===== src/hw/rtl/rsput_pkg.sv =====
`timescale 1ns / 1ps
// ----------------------------------------------------------------------------
// Range sum tree package
// Word formats and codes shared by the front end, the tree engine and the top.
// ----------------------------------------------------------------------------
package rsput_pkg;

   localparam int IDX_W = 10;
   localparam int VAL_W = 32;
   localparam int SUM_W = 42;
   localparam int CNT_W = 11;

   localparam logic [CNT_W-1:0] COUNT_RESET = 11'd1024;

   // Request kinds as they arrive on the input word.
   localparam logic REQ_SET = 1'b0;
   localparam logic REQ_SUM = 1'b1;

   // Command codes passed from the front end to the tree engine.
   typedef logic [1:0] cmd_op_type;
   localparam cmd_op_type CMD_SET  = 2'd0;
   localparam cmd_op_type CMD_SUM  = 2'd1;
   localparam cmd_op_type CMD_ZERO = 2'd2;

   typedef struct packed {
      cmd_op_type              op;
      logic [IDX_W-1:0]        lo;
      logic [IDX_W-1:0]        hi;
      logic signed [VAL_W-1:0] value;
   } cmd_type;

endpackage


===== src/hw/rtl/rsput_front.sv =====
`timescale 1ns / 1ps
// ----------------------------------------------------------------------------
// Range sum tree front end
// Holds the element count register, accepts request words and turns them
// into tree commands: drops out-of-range sets, clips and screens queries.
// ----------------------------------------------------------------------------
module rsput_front #(
   parameter int LEAF_COUNT = 1024
) (
   input  logic                              clock,
   input  logic                              reset,
   input  logic                              push,
   output logic                              full,
   input  logic                              req_type,
   input  logic [rsput_pkg::IDX_W-1:0]       req_first_index,
   input  logic [rsput_pkg::IDX_W-1:0]       req_last_index,
   input  logic signed [rsput_pkg::VAL_W-1:0] req_new_value,
   input  logic                              csr_wr_en,
   input  logic [rsput_pkg::CNT_W-1:0]       csr_wr_data,
   input  logic                              clearing,
   input  logic                              cmd_full,
   output logic                              cmd_push,
   output rsput_pkg::cmd_type                cmd_data
);
   import rsput_pkg::*;

   // Largest count that can matter at this tree size.
   localparam logic [CNT_W-1:0] COUNT_CAP =
      (LEAF_COUNT > 2047) ? {CNT_W{1'b1}} : CNT_W'(LEAF_COUNT);

   logic [CNT_W-1:0] count_ff;
   logic [CNT_W-1:0] eff_count;
   logic [CNT_W-1:0] first_ext;
   logic [CNT_W-1:0] last_ext;
   logic [CNT_W-1:0] last_clip;
   logic             accept;

   // Element count register.
   always_ff @(posedge clock) begin
      if (reset) begin
         count_ff <= COUNT_RESET;
      end else if (csr_wr_en) begin
         count_ff <= csr_wr_data;
      end
   end

   assign full      = cmd_full || clearing;
   assign accept    = push && !full;
   assign eff_count = (count_ff > COUNT_CAP) ? COUNT_CAP : count_ff;
   assign first_ext = {1'b0, req_first_index};
   assign last_ext  = {1'b0, req_last_index};
   assign last_clip = (last_ext >= eff_count) ? eff_count - 1'b1 : last_ext;

   // Classify the request word into a command.
   always_comb begin
      cmd_push       = 1'b0;
      cmd_data.op    = CMD_ZERO;
      cmd_data.lo    = req_first_index;
      cmd_data.hi    = last_clip[IDX_W-1:0];
      cmd_data.value = req_new_value;
      if (accept) begin
         if (req_type == REQ_SET) begin
            if (first_ext < eff_count) begin
               cmd_push    = 1'b1;
               cmd_data.op = CMD_SET;
            end
         end else begin
            cmd_push = 1'b1;
            if (eff_count != '0 && first_ext <= last_clip) begin
               cmd_data.op = CMD_SUM;
            end
         end
      end
   end

endmodule


===== config.mk =====
export PLATFORM = sky130hd
export DESIGN_NAME = rsput_front
export DESIGN_NICKNAME = d
export VERILOG_FILES = /design/src/hw/rtl/rsput_pkg.sv /design/src/hw/rtl/rsput_front.sv
export SDC_FILE = /design/constraint.sdc
export NUM_CORES = 1
export LEC_CHECK = 0
export BUFFER_PORTS_ARGS = -buffer_cell sky130_fd_sc_hd__buf_2
export CAP_MARGIN = 10
export CORE_ASPECT_RATIO = 0.7
export CORE_MARGIN = 3
export CORE_UTILIZATION = 39
export CTS_CLUSTER_DIAMETER = 120
export DETAILED_ROUTE_END_ITERATION = 10
export PLACE_DENSITY = 0.85
export SLEW_MARGIN = 25
export SYNTH_ARGS = -nofsm -noshare
export SYNTH_HDL_FRONTEND = slang
export SYNTH_SLANG_ARGS = --single-unit

===== constraint.sdc =====
create_clock -name clock -period 3.4 [get_ports clock]
set_input_delay 0.17 -clock clock [delete_from_list [all_inputs] [get_ports clock]]
set_output_delay 0.17 -clock clock [all_outputs]
set_load 0.02 [all_outputs]

==> metrics.md <==
| Metric | Value |
|---|---|
| Status | complete, but fails checks |
| Failing checks | negative setup slack |
| Initial antenna violation count | 0 |
| Fin. Hold Viols | 0 |
| Fill count | 387 |
| Die area | roughly 5700 sq um |
| # H-tree levels | 1 |
| Min Tclk post-route | 3.59 ns |
| Via count | 1723 |
| Total wire length | 4950 um |
| Nets@finish | 367 |
| Max Fclk | around 280 MHz |
| Crit path kind | register to primary output |
| All-Layer GR Usage | 15.7% |
| Largest net degree at the start of global routing | 14 |
| Post-Syn Area | 1880 sq um |
| Crit-path max FO | 6 |
| Ys flop type | dfxtp_1 |
| # rows | 20 |
| Worst setup path end | cmd_data[52] |
| Kind of end point of the critical path | primary output |
| WP data arrival | 3.42 ns |
| R2R Path Start | count_ff[10] |
| CTS buffer count | 3 |
| # clock sinks | 11 |
| Worst R2R End | count_ff[10] |
| ANT nets after route | 0 |
| Largest registers | count_ff x11 |
| Antenna Diode Count | 0 |
| Post-synth EDFFs | 0 |
| Clk_skew | 0 ns |
| Max FFs per register | 11 |
| Slew margin rel. | between 70% and 80% |
| Worst hold path depth | 2 |
| Cell area after layout | 2350 sq um |
| DRC | 0 |
| Worst-margin pin slew | 0.381 ns |
| Reg with most FFs | count_ff |
| YS warnings | 0 |
| # setup viols final | 2 |
| Share of cells above drive strength 1 | 46.2% |
| Aggregate global routing overflow | 0 |
| Area grow syn2layout | 25.1% |
| CTS Hold Bufs | 0 |
| P per Cell Area | 256 nW/um^2 |
| Syn Nets | 326 |
| Most common cell after layout, fill and taps aside | buf_2 |
| IO Port Bufs | between 60 and 70 |
| Commonest cells after routing, fill and taps aside | 59 x buf_2, 25 x ha_1, 18 x nor2_1, 18 x buf_4, 15 x mux2i_1 |
| Sequential area share after synthesis | 11.7% |
| Post-synthesis register bit count | 11 |
| Worst-path clk slew | around 0.050 ns |
| Post-route clock period utilization | 106% |
| Max_cap viols | 0 |
| Initial Util | between 40% and 50% |
| HPWL after DPL | 3840 um |
| CTS Buffer Depth | 2 |
| Syn Inst Count | 226 |
| Worst Setup SP | count_ff[10] |
| Placed Area | 2050 sq um |
| Die Y | 64.1 um |
| CTS tree | built |
| RSZ-0062 raised after global routing | true |
| HP Class | input port to register |
| Hold path startpoint | csr_wr_data[10] |
| Avg Inst Size Synth | around 8.3 sq um |
| CP Launch Type | register |
| Number of global-route vias before repair | ~1600 |
| Max IR drop VDD | between 0.00015 and 0.0002 V |
| Root buf cell | clkbuf_8 |
| Storage cell area | 224 sq um |
| Routability congestion estimate | approximately 0.99 |
| Drt wl/cell | between 15 and 20 um |
| CP Data Required Time | between 3 and 4 ns |
| Initial DRC Count | 67 |
| Final worst setup slack | -0.190 ns |
| Tot Pwr | roughly 0.60 mW |
| Drt pass-1 iters | 4 |
| First-pass GRT wire length | 7130 um |
| Setup TNS | -0.301 ns |
| R2R Setup Slk | 2.36 ns |
| Final core occ | ~52% |
| Multi-input gate area in the final layout | 1460 sq um |
| Die width | about 89 um |
| Hold Slack | between 0.15 and 0.2 ns |
| Depth of the most critical reg-to-reg path | 3 |
| I/O pins | 126 |
| Synth unique cells | 39 |
| Synth async-reset ratio | 0% |
| Max Slew Vio Count | 0 |
| Vias per std cell | 5.37 |
| Clk Latency, worst-skew pair | about 0.24 ns |
| Static Leak | approximately 1.1 nW |
| Core area | ~4500 sq um |
-- worst min path at each step --
stage                               to  slack [ns]
after floorplan           count_ff[10]        0.27
after global placement    cmd_data[11]        0.34
after detailed placement  cmd_data[11]        0.34
after CTS                  count_ff[3]        0.16
after global routing      count_ff[10]        0.18
final                     count_ff[10]        0.16
-- cells in the mapped netlist (2+ instances only) --
library cell  number  area [sq um]
a211oi_1           2          15.0
a21o_1             5          37.5
a21oi_1           10          50.1
buf_2              2          10.0
buf_4             42           315
clkbuf_1           3          11.3
dfxtp_1           11           220
ha_1              30           375
inv_1              6          22.5
mux2_2             8          90.1
mux2i_1           20           200
nand2_1            6          22.5
nand2b_1          13          81.3
nand3_1            6          30.0
nand4_1            3          18.8
nor2_1            18          67.6
nor2b_1            3          18.8
nor3_1             3          15.0
o211ai_1           3          22.5
o21a_1             2          15.0
o21ai_0            6          30.0
o22a_1             2          17.5
or2_2              2          12.5
xnor2_1            5          43.8
-- cell families (layout without fill, tap and decap cells) --
group                    Yosys count  in the layout  share of synthesized area, %
multiplexers                      29             29                          16.1
AO/OA/AOI/OAI                     35             35                          12.1
flip-flops                        11             11                          11.7
adder cells (fa/ha/maj)           30             30                          20.0
buffers and inverters             54             94                          19.3
XOR/XNOR                           6              6                          2.80
AND/OR/NAND/NOR                   61             61                          18.1
-- power by group --
| group | switching (mW) | internal, mW |
|---|---|---|
| sequential | 0.00839 | 0.137 |
| combinational | 0.166 | 0.161 |
| clock | 0.0470 | 0.0821 |
| total | 0.221 | 0.380 |
-- worst max-delay path, stage by stage, from the launching register on --
cell and delay (ns):
dfxtp_4 0.36, or2b_1 0.28, ha_4 0.24, a211oi_2 0.21, nand2_1 0.07, a31oi_1 0.16, o22a_2 0.23, buf_12 0.14
mux2i_2 0.22, ha_1 0.27, a21o_1 0.21, a21oi_2 0.14, o21ai_1 0.09, o22a_1 0.25, a211oi_4 0.17, buf_6 0.14
-- routing by layer --
layer / vias up / share of wire (%) / global-route usage (%)
met2: 81 / 47 / 25.9
li1: 851 / - / -
met5: - / 0 / 0
met3: 10 / 7.0 / 2.06
met1: 781 / 44 / 21.3
met4: 0 / 1.2 / 4.09
-- cell type report --
class                           instances  area share, %
Sequential cell                        11           9.53
Inverter                                6          0.958
Multi-Input combinational cell        161           62.0
Clock buffer                            4           1.92
Tap cell                               55           2.93
Timing Repair Buffer                   84           22.7
-- per-stage QoR --
| stage | cells | worst slack [ns] |
|---|---|---|
| 2_1_floorplan | 226 | 0.0127 |
| 3_3_place_gp | 308 | 0.0180 |
| 3_5_place_dp | 308 | -0.104 |
| 4_1_cts | 317 | -0.158 |
| 5_1_grt | 321 | -0.362 |
| 6_report | 321 | -0.190 |
-- what timing repair did --
action                                  in CTS  in global routing
cloned                                       0                  1
resized for setup                           11                 22
pin swaps                                    2                 11
buffers inserted                             5                  3
endpoints found under the setup margin       2                  2
No activity file was read; power rests on OpenSTA's default activity.
