[config.mk]
export PLATFORM = sky130hd
export DESIGN_NAME = rsput_fifo
export DESIGN_NICKNAME = d
export VERILOG_FILES = /design/src/hw/rtl/rsput_fifo.sv
export SDC_FILE = /design/constraint.sdc
export NUM_CORES = 1
export LEC_CHECK = 0
export BUFFER_PORTS_ARGS = -buffer_cell sky130_fd_sc_hd__buf_2
export CAP_MARGIN = 20
export CELL_PAD_IN_SITES_DETAIL_PLACEMENT = 1
export CELL_PAD_IN_SITES_GLOBAL_PLACEMENT = 1
export CORE_MARGIN = 5
export CORE_UTILIZATION = 27
export CTS_BUF_LIST = sky130_fd_sc_hd__clkbuf_8
export DETAILED_ROUTE_END_ITERATION = 7
export PLACE_DENSITY = 0.57
export REMOVE_ABC_BUFFERS = 1
export SLEW_MARGIN = 20
export SYNTH_ARGS = -nofsm -noshare
export SYNTH_HDL_FRONTEND = slang
export SYNTH_SLANG_ARGS = --single-unit
export TNS_END_PERCENT = 30
[constraint.sdc]
create_clock -name clock -period 1.5 [get_ports clock]
set_input_delay 0.15 -clock clock [delete_from_list [all_inputs] [get_ports clock]]
set_output_delay 0.15 -clock clock [all_outputs]
set_load 0.01 [all_outputs]
[src/hw/rtl/rsput_fifo.sv]
`timescale 1ns / 1ps
// ----------------------------------------------------------------------------
// Small word queue
// Ring buffer of DEPTH words with full and empty flags; head word shown.
// ----------------------------------------------------------------------------
module rsput_fifo #(
   parameter int WIDTH = 8,
   parameter int DEPTH = 2
) (
   input  logic             clock,
   input  logic             reset,
   input  logic             push,
   input  logic [WIDTH-1:0] wr_data,
   output logic             full,
   input  logic             pop,
   output logic [WIDTH-1:0] rd_data,
   output logic             empty
);

   localparam int PW = (DEPTH > 1) ? $clog2(DEPTH) : 1;
   localparam int CW = $clog2(DEPTH + 1);

   logic [WIDTH-1:0] entry_ff [DEPTH];
   logic [PW-1:0]    wr_ptr_ff, wr_ptr_in;
   logic [PW-1:0]    rd_ptr_ff, rd_ptr_in;
   logic [CW-1:0]    count_ff, count_in;
   logic             push_ok, pop_ok;

   assign full    = (count_ff == CW'(DEPTH));
   assign empty   = (count_ff == '0);
   assign push_ok = push && !full;
   assign pop_ok  = pop && !empty;
   assign rd_data = entry_ff[rd_ptr_ff];

   // Pointer and occupancy update.
   always_comb begin
      wr_ptr_in = wr_ptr_ff;
      rd_ptr_in = rd_ptr_ff;
      count_in  = count_ff;
      if (push_ok) begin
         wr_ptr_in = (wr_ptr_ff == PW'(DEPTH - 1)) ? '0 : wr_ptr_ff + 1'b1;
      end
      if (pop_ok) begin
         rd_ptr_in = (rd_ptr_ff == PW'(DEPTH - 1)) ? '0 : rd_ptr_ff + 1'b1;
      end
      if (push_ok && !pop_ok) begin
         count_in = count_ff + 1'b1;
      end else if (pop_ok && !push_ok) begin
         count_in = count_ff - 1'b1;
      end
   end

   always_ff @(posedge clock) begin
      if (reset) begin
         wr_ptr_ff <= '0;
         rd_ptr_ff <= '0;
         count_ff  <= '0;
      end else begin
         wr_ptr_ff <= wr_ptr_in;
         rd_ptr_ff <= rd_ptr_in;
         count_ff  <= count_in;
      end
   end

   // Storage needs no reset; only written slots are ever shown while not empty.
   always_ff @(posedge clock) begin
      if (push_ok) begin
         entry_ff[wr_ptr_ff] <= wr_data;
      end
   end

endmodule

==> metrics.yaml, run 1 <==
outcome:
  status: "complete, no violations"
clock_network:
  cts.hold.buffers_added: 0
  cts_max_path_buffers: 2
  cts_root_buf: "clkbuf_8"
  h-tree-depth: 1
  insertion_delay_ps: 260
  cts_buffers: 3
  cts_tree: "built"
  path_clk_slew_ps: 80
  clock-sinks: 21
floorplan:
  die_w_um: 64.2
  fp.dieH_um: 64.2
  placementRows: 19
  core_area_mm2: 0.00278
  num_io_pins: 22
  start_util_pct: 28.5
  die_area_mm2: 0.00412
critical_path:
  start_kind: "register"
  crit_family: "simple AND/OR/NAND/NOR gates"
  path_cells: "nor2b_4 -> nor2_1 -> ha_1 -> xor2_1 -> or3_1 -> a21oi_2"
  critical_path_class: "register to register"
  required_ps: 1690
  crit_slowest_cell: "dfxtp_4"
  endpoint_kind: "register"
  worst-path-buf-inv: 0
  cpPeakStageDelay_ps: 370
  worstPathArrival_ps: 1630
  cp_max_fo: 5
sta:
  tightestPinTransition_ps: 202
  timing.fmax_mhz: 695
  hold_ws_ps: 77.4
  skew_ps: 1.68
  min_period_ps: 1440
  timing.final.crit_share_pct: 96.0
  setup_viol: 0
  drv_slew: 0
  rsz0062_at_grt: "yes"
  max_slew_margin_pct: 86.5
  setup_tns_ps: 0
  finalHoldViolCount: 0
power:
  p_int_mw: 1.27
  power_leakage_nw: 0.424
  p_per_area_mw_per_mm2: 1710
  sw_frac_of_total_pct: 29.6
  pwr-share-seq_pct: 46.3
  power_switching_uw: 533
  p_clk_share_pct: 20.3
  power_frac_comb_pct: 33.3
  irDropWorstVdd_mv: 0.893
placed_design:
  hpwlAfterDp_um: 1140
  portBuffers: 21
  gp_congestion: 0.628
  place_inst: 106
global_routing:
  grt_pass1_wl_um: 2640
  gr-total-overflow: 0
  grt_pass1_vias: 575
  grt_usage_pct: 8.31
  grt_max_degree: 13
  antenna_found_initial: 0
synth:
  synth.cell_area_um2: 793
  yosysWarnings: 0
  synth_top_area_cell: "edfxtp_1"
  netlist_instances: 50
  syn_avg_cell_area_um2: 15.9
  async_flop_share_pct: 0
  netlist_top_cells_count: "edfxtp_1, mux2_2, dfxtp_1, nor2_1"
  ys_types: 13
  ys_seq_elements: 21
  yosys_most_used_dff: "edfxtp_1"
  ys_top_cells_by_area: "edfxtp_1, dfxtp_1, mux2_2"
  yosysMostFrequentCell: "edfxtp_1"
  synth_top_area_share_pct: 60.6
  synth-seq-area-share_pct: 73.2
  synth_edf_count: 16
final_layout:
  fin_nets: 94
  drive_gt1_share_pct: 56.3
  antenna_cells: 0
  area_delta_synth_final_pct: 32.5
  stdcell_count: 111
routing:
  postRouteAntennaNets: 0
  drc: 0
  avgViaCountPerCell: 4.41
  totalWireLength_um: 1530
  dr.pass1.iters: 2
  via_count: 489
  routedWlPerCell_um: 13.8
  drt_iter0_drc: 10
job:
  maxCapViolations: 0
hold_path:
  min_path_type: "input pin to register"
[registers in the layout (all words and copies together) (netlist names), named ones only]
register and cells:
entry_ff 16, wr_ptr_ff 1, count_ff 2, rd_ptr_ff 1
[layer usage]
metal	share of wire, %	wire, um	global-route usage, %
met5	0	0	0
met2	51	782	14.8
met1	38	580	7.96
met3	9.3	143	4.03
met4	1.6	24	3.82
[per-stage QoR]
stage          cell area, um2  utilization [%]  worst slack, ps  total power, mW
2_1_floorplan             788                -             8.14             1.13
3_3_place_gp              982             35.3             41.8             1.38
3_5_place_dp              982             35.3            -58.8             1.40
4_1_cts                  1040             37.3             7.64             1.81
5_1_grt                  1050             37.8            -13.6             1.93
6_report                 1050             37.8             60.5             1.80
[area by class of cell]
type                    instances  area [um2]
fillers                       305        1730
multi-input cells              26         209
repair buffers                 27         163
flip-flops and latches         21         587
well taps                      31        38.8
inverters                       2        7.51
clock buffers                   3        41.3
clock inverters                 1        5.00
[worst register-to-register path, cell delays in order, from the launching register on]
cell and delay (ps):
dfxtp_4 370, nor2b_4 150, nor2_1 60, ha_1 180, xor2_1 160, or3_1 330
a21oi_2 130
[placed cells by master (no fill, tap or decap)]
cell type and n:
and2_1 1, clkinv_2 1, edfxtp_1 16, inv_1 1
a21oi_2 1, ha_1 1, or3_1 2, mux2_2 8
buf_12 1, o21ai_0 1, clkbuf_8 3, dfxtp_4 1
buf_4 5, nor2b_4 1, xor2_1 3, buf_2 21
o21ai_1 2, a21oi_1 1, dfxtp_1 2, nor2_1 5
dfxtp_2 2, inv_2 1
[cell families (layout without fill, tap and decap cells)]
group / count (synthesis) / count (layout) / synth area share (%)
AOI/OAI and AO/OA: 5 / 5 / 3.15
buffers and inverters: 3 / 33 / 1.58
xor gates and xnor gates: 3 / 3 / 3.31
muxes: 8 / 8 / 11.4
DFF: 21 / 21 / 73.2
adders and majority gates: 1 / 1 / 1.58
and+or+nand+nor: 9 / 9 / 5.84
[power groups by stage]
stage                     clock network [mW]  logic (mW)  registers (mW)
after CTS                              0.389       0.584           0.836
after floorplan                            0       0.315           0.811
after detailed placement                   0       0.568           0.834
final                                  0.367       0.600           0.835
after global routing                   0.411       0.667           0.856
after global placement                     0       0.554           0.826
[final timing paths]
check,from,to,slack [ps],cells after the start
setup / recovery,count_ff[1]$_SDFFE_PP0P_,count_ff[1]$_SDFFE_PP0P_,60,6
hold / removal,wr_data[5],entry_ff[1][5]$_DFFE_PP_,80,1
setup reg to reg,count_ff[1]$_SDFFE_PP0P_,count_ff[1]$_SDFFE_PP0P_,60,6
hold reg to reg,wr_ptr_ff$_SDFFE_PP0N_,wr_ptr_ff$_SDFFE_PP0N_,500,2
[what timing repair did]
item | CTS | global route
endpoints found under the setup margin | 9 | 1
pin swaps | 1 | 1
setup buffers | 0 | 1
gates cloned | 0 | 0
resized for setup | 5 | 4
(Power assumes the default switching activity.)
==> inputs of run 2 (changes only) <==
--- a/config.mk
+++ b/config.mk
@@ -10,12 +10,13 @@
 export CELL_PAD_IN_SITES_DETAIL_PLACEMENT = 1
 export CELL_PAD_IN_SITES_GLOBAL_PLACEMENT = 1
 export CORE_MARGIN = 5
-export CORE_UTILIZATION = 27
+export CORE_UTILIZATION = 30
 export CTS_BUF_LIST = sky130_fd_sc_hd__clkbuf_8
 export DETAILED_ROUTE_END_ITERATION = 7
-export PLACE_DENSITY = 0.57
+export PLACE_DENSITY = 0.62
+export RECOVER_POWER = 25
 export REMOVE_ABC_BUFFERS = 1
-export SLEW_MARGIN = 20
+export SLEW_MARGIN = 25
 export SYNTH_ARGS = -nofsm -noshare
 export SYNTH_HDL_FRONTEND = slang
 export SYNTH_SLANG_ARGS = --single-unit
==> run 2 against run 1 <==
The flow now finishes with violations (negative setup slack); sequential share of layout area down 0.53 points; die area decreased by 8.5%; register-to-register slack worse by 100 ps; sequential cell count unchanged; setup slack worse by 100 ps; largest power group unchanged; highest routed layer unchanged.
==> metrics.yaml, run 2 (synthesized netlist as in run 1, its figures left out) <==
floorplan:
  die_w_um: 61.4  # was 64.2 um
  fp.dieH_um: 61.4  # was 64.2 um
  start_util_pct: 31.7  # was 28.5%
  placementRows: 18  # was 19
  die_area_mm2: 0.00377  # was 0.00412 mm2
  core_area_mm2: 0.00250  # was 0.00278 mm2
  num_io_pins: 22  # unchanged
routing:
  postRouteAntennaNets: 0  # unchanged
  dr.pass1.iters: 2  # unchanged
  avgViaCountPerCell: 4.59  # was 4.41
  via_count: 496  # was 489
  drt_iter0_drc: 17  # was 10
  drc: 0  # unchanged
  routedWlPerCell_um: 14.2  # was 13.8 um
  totalWireLength_um: 1530  # unchanged
placed_design:
  dp_slack_ps: -18.7  # was -58.8 ps
  hpwlAfterDp_um: 1030  # was 1140 um
  gp_congestion: 0.703  # was 0.628
  place_inst: 103  # was 106
  dpl-instance-area_um2: 966  # was 982 um2
  portBuffers: 21  # unchanged
final_layout:
  final_common_cell: "buf_2"  # unchanged
  reg.largest.list: "entry_ff x16, count_ff x2"  # unchanged
  area_delta_synth_final_pct: 33.8  # was 32.5%
  largest_reg_flops: 16  # unchanged
  regArea_um2: 587  # unchanged
  fillers: 277  # was 305
  drive_gt1_share_pct: 53.8  # was 56.3%
  antenna_cells: 0  # unchanged
  fin_nets: 92  # was 94
  regMostFlops: "entry_ff"  # unchanged
  stdcell_count: 108  # was 111
  design_area_mm2: 0.00106  # was 0.00105 mm2
  multi_input_area_um2: 240  # was 209 um2
  final_cell_mix: "buf_2, edfxtp_1, mux2_2"  # unchanged
global_routing:
  grt_pass1_wl_um: 2230  # was 2640 um
  grt_usage_pct: 8.57  # was 8.31%
  grt_max_degree: 13  # unchanged
  grt_pass1_vias: 524  # was 575
  antenna_found_initial: 0  # unchanged
  gr-total-overflow: 0  # unchanged
clock_network:
  clock-sinks: 21  # unchanged
  cts_max_path_buffers: 2  # unchanged
  cts_tree: "built"  # unchanged
  path_clk_slew_ps: 80  # about the same
  cts_root_buf: "clkbuf_8"  # unchanged
  h-tree-depth: 1  # unchanged
  insertion_delay_ps: 260  # about the same
  cts_buffers: 3  # unchanged
sta:
  drv_slew: 0  # unchanged
  rsz0062_at_grt: "yes"  # unchanged
  finalHoldViolCount: 0  # unchanged
  fin_ws_ps: -44.1  # was 60.5 ps
  setup_viol: 1  # was 0
  timing.final.crit_share_pct: 103  # was 96.0%
  setup_tns_ps: -44.1  # was 0 ps
  min_period_ps: 1540  # was 1440 ps
  max_slew_margin_pct: 74.2  # was 86.5%
  skew_ps: 5.24  # was 1.68 ps
  timing.fmax_mhz: 648  # was 695 MHz
  tightestPinTransition_ps: 387  # was 202 ps
hold_path:
  worstHoldStart: "wr_data[1]"  # was wr_data[5]
  min_path_type: "input pin to register"  # unchanged
critical_path:
  crit_family: "simple AND/OR/NAND/NOR gates"  # unchanged
  crit_slowest_cell: "or3_1"  # was dfxtp_4
  r2r-start: "count_ff[1]$_SDFFE_PP0P_"  # unchanged
  endpoint_kind: "register"  # unchanged
  startpoint: "count_ff[1]$_SDFFE_PP0P_"  # unchanged
  start_kind: "register"  # unchanged
  critical_path_class: "register to register"  # unchanged
  cpPeakStageDelay_ps: 400  # was 370 ps
  path_cells: "nor2b_4 -> nor2_4 -> ha_4 -> xor2_2 -> or3_1 -> a21oi_2"  # was nor2b_4 -> nor2_1 -> ha_1 -> xor2_1 -> or3_1 -> a21oi_2
  worstPathArrival_ps: 1740  # was 1630 ps
  worst-path-buf-inv: 0  # unchanged
  cp_max_fo: 5  # unchanged
  required_ps: 1700  # was 1690 ps
outcome:
  status: "finished with violations"  # was complete, no violations
  violations: "negative setup slack"
job:
  maxCapViolations: 0  # unchanged
power:
  irDropWorstVdd_mv: 0.867  # was 0.893 mV
  p_per_area_mw_per_mm2: 1740  # was 1710 mW/mm2
  power_leakage_nw: 0.407  # was 0.424 nW
## run 2: cell types whose count changed in the layout (fill, tap and decap cells not counted), moves of 2 or more
cell / before / now
o21ai_1: 2 / 0
buf_2: 21 / 17
clkbuf_1: 0 / 4
buf_4: 5 / 3
## run 2: timing repair
item	CTS	global route
resized for setup	5	8
endpoints found under the hold margin	0	0
buffers inserted	0	1
endpoints found under the setup margin	2	1
pin swaps	0	2
hold buffers	0	0
## run 2: path summary, 6_finish.rpt
check / slack (ps) / depth (start not counted) / endpoint
worst max-delay path: -40 / 6 / count_ff[1]$_SDFFE_PP0P_
worst min-delay path: 80 / 1 / entry_ff[1][1]$_DFFE_PP_
worst max register to register: -40 / 6 / count_ff[1]$_SDFFE_PP0P_
worst min register to register: 500 / 2 / wr_ptr_ff$_SDFFE_PP0N_
## run 2: where the power goes
part           internal (mW)  switching, mW
sequential             0.756         0.0920
clock                  0.185          0.182
combinational          0.339          0.295
total                   1.28          0.570
## run 2: metal layers
layer  track usage, %  up-vias  part of all wire (%)
li1                 -      237                     -
met1             8.94      238                    37
met2             14.7       19                    53
met3             4.19        2                   8.2
met4             3.64        0                   1.6
met5                0        -                     0
## run 2: layout make-up
| cell class | instances | area share [%] |
|---|---|---|
| Inverter | 2 | 0.708 |
| Clock buffer | 3 | 3.89 |
| Sequential cell | 21 | 55.3 |
| Tap cell | 30 | 3.54 |
| Clock inverter | 1 | 0.472 |
| Multi-Input combinational cell | 26 | 22.6 |
| Timing Repair Buffer | 25 | 13.4 |
## run 2: worst reg2reg max path, cell delays in order, from the launching register on
cell	delay (ps)
dfxtp_4	370
nor2b_4	200
nor2_4	60
ha_4	160
xor2_2	150
or3_1	400
a21oi_2	140
## run 2: per-stage QoR
stage	utilization, %	total power, mW	hold WS [ps]
floorplan	-	1.13	219
global placement	38.6	1.36	340
detailed placement	38.6	1.37	346
CTS	40.8	1.77	65.7
global route	42.4	1.96	61.8
finish	42.4	1.85	80.1
==> inputs of run 3 (changes only) <==
--- a/config.mk
+++ b/config.mk
@@ -13,7 +13,7 @@
 export CORE_UTILIZATION = 30
 export CTS_BUF_LIST = sky130_fd_sc_hd__clkbuf_8
 export DETAILED_ROUTE_END_ITERATION = 7
-export PLACE_DENSITY = 0.62
+export PLACE_DENSITY_LB_ADDON = 0.1
 export RECOVER_POWER = 25
 export REMOVE_ABC_BUFFERS = 1
 export SLEW_MARGIN = 25
==> run 3 against run 2 <==
Clock skew shrank 4.1 ps; critical path depth shrank 1; die area is the same; cell area shrank 2.9%; non-clock buffer count grew 1; setup slack gained 110 ps; routed wire length shrank 11%; clock-buffer cell count is the same; critical endpoint unchanged; global-route usage shrank 0.66 points; sequential power shrank 0.9%; the run now ends clean; via count shrank 3.4%.
==> metrics.yaml, run 3 (synthesized netlist as in run 1, its figures left out) <==
outcome:
  status: "complete, no violations"  # was finished with violations
clock_network:
  cts_tree: "built"  # unchanged
  path_clk_slew_ps: 70  # was 80 ps
  clock-sinks: 21  # unchanged
  insertion_delay_ps: 260  # about the same
  cts_buffers: 3  # unchanged
  cts_root_buf: "clkbuf_8"  # unchanged
  h-tree-depth: 1  # unchanged
  cts.hold.buffers_added: 0  # unchanged
  cts_max_path_buffers: 2  # unchanged
placed_design:
  portBuffers: 21  # unchanged
  hpwlAfterDp_um: 1060  # was 1030 um
  gp_congestion: 0.729  # was 0.703
  dp_slack_ps: -10.7  # was -18.7 ps
  place_inst: 104  # was 103
routing:
  avgViaCountPerCell: 4.39  # was 4.59
  dr.pass1.iters: 2  # unchanged
  via_count: 479  # was 496
  totalWireLength_um: 1360  # was 1530 um
  drc: 0  # unchanged
  routedWlPerCell_um: 12.4  # was 14.2 um
  drt_iter0_drc: 7  # was 17
  postRouteAntennaNets: 0  # unchanged
global_routing:
  antenna_found_initial: 0  # unchanged
  grt_usage_pct: 7.91  # was 8.57%
  grt_pass1_wl_um: 2130  # was 2230 um
  gr-total-overflow: 0  # unchanged
  grt_max_degree: 13  # unchanged
  grt_pass1_vias: 490  # was 524
critical_path:
  start_kind: "register"  # unchanged
  r2r-start: "count_ff[1]$_SDFFE_PP0P_"  # unchanged
  crit_slowest_cell: "dfxtp_4"  # was or3_1
  required_ps: 1680  # was 1700 ps
  cp_max_fo: 5  # unchanged
  path_cells: "nor2b_4 -> nor2_2 -> ha_1 -> or3_1 -> a21oi_1"  # was nor2b_4 -> nor2_4 -> ha_4 -> xor2_2 -> or3_1 -> a21oi_2
  startpoint: "count_ff[1]$_SDFFE_PP0P_"  # unchanged
  worst-path-buf-inv: 0  # unchanged
  cpPeakStageDelay_ps: 370  # was 400 ps
  critical_path_class: "register to register"  # unchanged
  endpoint_kind: "register"  # unchanged
  crit_family: "simple AND/OR/NAND/NOR gates"  # unchanged
  worstPathArrival_ps: 1620  # was 1740 ps
sta:
  drv_slew: 0  # unchanged
  finalHoldViolCount: 0  # unchanged
  timing.fmax_mhz: 697  # was 648 MHz
  fin_ws_ps: 64.6  # was -44.1 ps
  max_slew_margin_pct: 80.3  # was 74.2%
  setup_viol: 0  # was 1
  min_period_ps: 1440  # was 1540 ps
  timing.final.crit_share_pct: 95.7  # was 103%
  tightestPinTransition_ps: 295  # was 387 ps
  skew_ps: 1.12  # was 5.24 ps
  setup_tns_ps: 0  # was -44.1 ps
final_layout:
  area_delta_synth_final_pct: 29.8  # was 33.8%
  final_common_cell: "buf_2"  # unchanged
  multi_input_area_um2: 211  # was 240 um2
  final_cell_mix: "buf_2, edfxtp_1, mux2_2"  # unchanged
  stdcell_count: 109  # was 108
  drive_gt1_share_pct: 53.2  # was 53.8%
  reg.largest.list: "entry_ff x16, count_ff x2"  # unchanged
  regArea_um2: 587  # unchanged
  antenna_cells: 0  # unchanged
  largest_reg_flops: 16  # unchanged
  fillers: 279  # was 277
  regMostFlops: "entry_ff"  # unchanged
  fin_nets: 93  # was 92
floorplan:
  die_area_mm2: 0.00377  # unchanged
  fp.dieH_um: 61.4  # unchanged
  start_util_pct: 31.7  # unchanged
  die_w_um: 61.4  # unchanged
  core_area_mm2: 0.00250  # unchanged
  placementRows: 18  # unchanged
  num_io_pins: 22  # unchanged
power:
  p_per_area_mw_per_mm2: 1680  # was 1740 mW/mm2
  power_leakage_nw: 0.412  # was 0.407 nW
  irDropWorstVdd_mv: 0.817  # was 0.867 mV
hold_path:
  min_path_type: "input pin to register"  # unchanged
  worstHoldStart: "wr_data[5]"  # was wr_data[1]
job:
  maxCapViolations: 0  # unchanged
[run 3: cell count changes in the layout (fill, tap and decap cells not counted), sizes merged]
| cell | before | now |
|---|---|---|
| buf | 21 | 24 |
| clkbuf | 7 | 5 |
[run 3: cell type report]
cell class	instances	area share (%)
inverter	2	0.729
tap	30	3.65
timing repair buffer	26	13.6
sequential	21	57.0
clock buffer	3	4.01
multi-input combinational	26	20.5
clock inverter	1	0.486
[run 3: through the flow]
stage	hold WS [ps]	utilization, %	power, mW	instance area, um2
final	80.8	41.2	1.73	1030
after floorplan	219	-	1.13	788
after detailed placement	344	38.4	1.34	961
after global routing	65.8	41.2	1.85	1030
after CTS	71.8	40.6	1.74	1020
after global placement	345	38.4	1.34	961
[run 3: layer usage]
metal / vias up / global-route usage [%] / routed length [um]
met3: 2 / 2.94 / 120
met1: 225 / 9.97 / 585
met2: 15 / 12.1 / 635
met5: - / 0 / 0
met4: 0 / 3.64 / 14
li1: 237 / - / -
[run 3: power breakdown]
group	internal, mW	switching [mW]
combinational	0.290	0.243
clock	0.185	0.175
sequential	0.756	0.0842
[run 3: worst paths after layout]
check	slack, ps	cells past startpoint	end
setup / recovery	60	5	count_ff[1]$_SDFFE_PP0P_
hold reg to reg	490	2	wr_ptr_ff$_SDFFE_PP0N_
setup reg to reg	60	5	count_ff[1]$_SDFFE_PP0P_
hold / removal	80	1	entry_ff[1][5]$_DFFE_PP_
[run 3: repair_timing]
action,in CTS,in global routing
resized for setup,5,3
buffers inserted,0,1
cloned,0,0
pin swaps,0,1
setup endpoints to repair,2,1
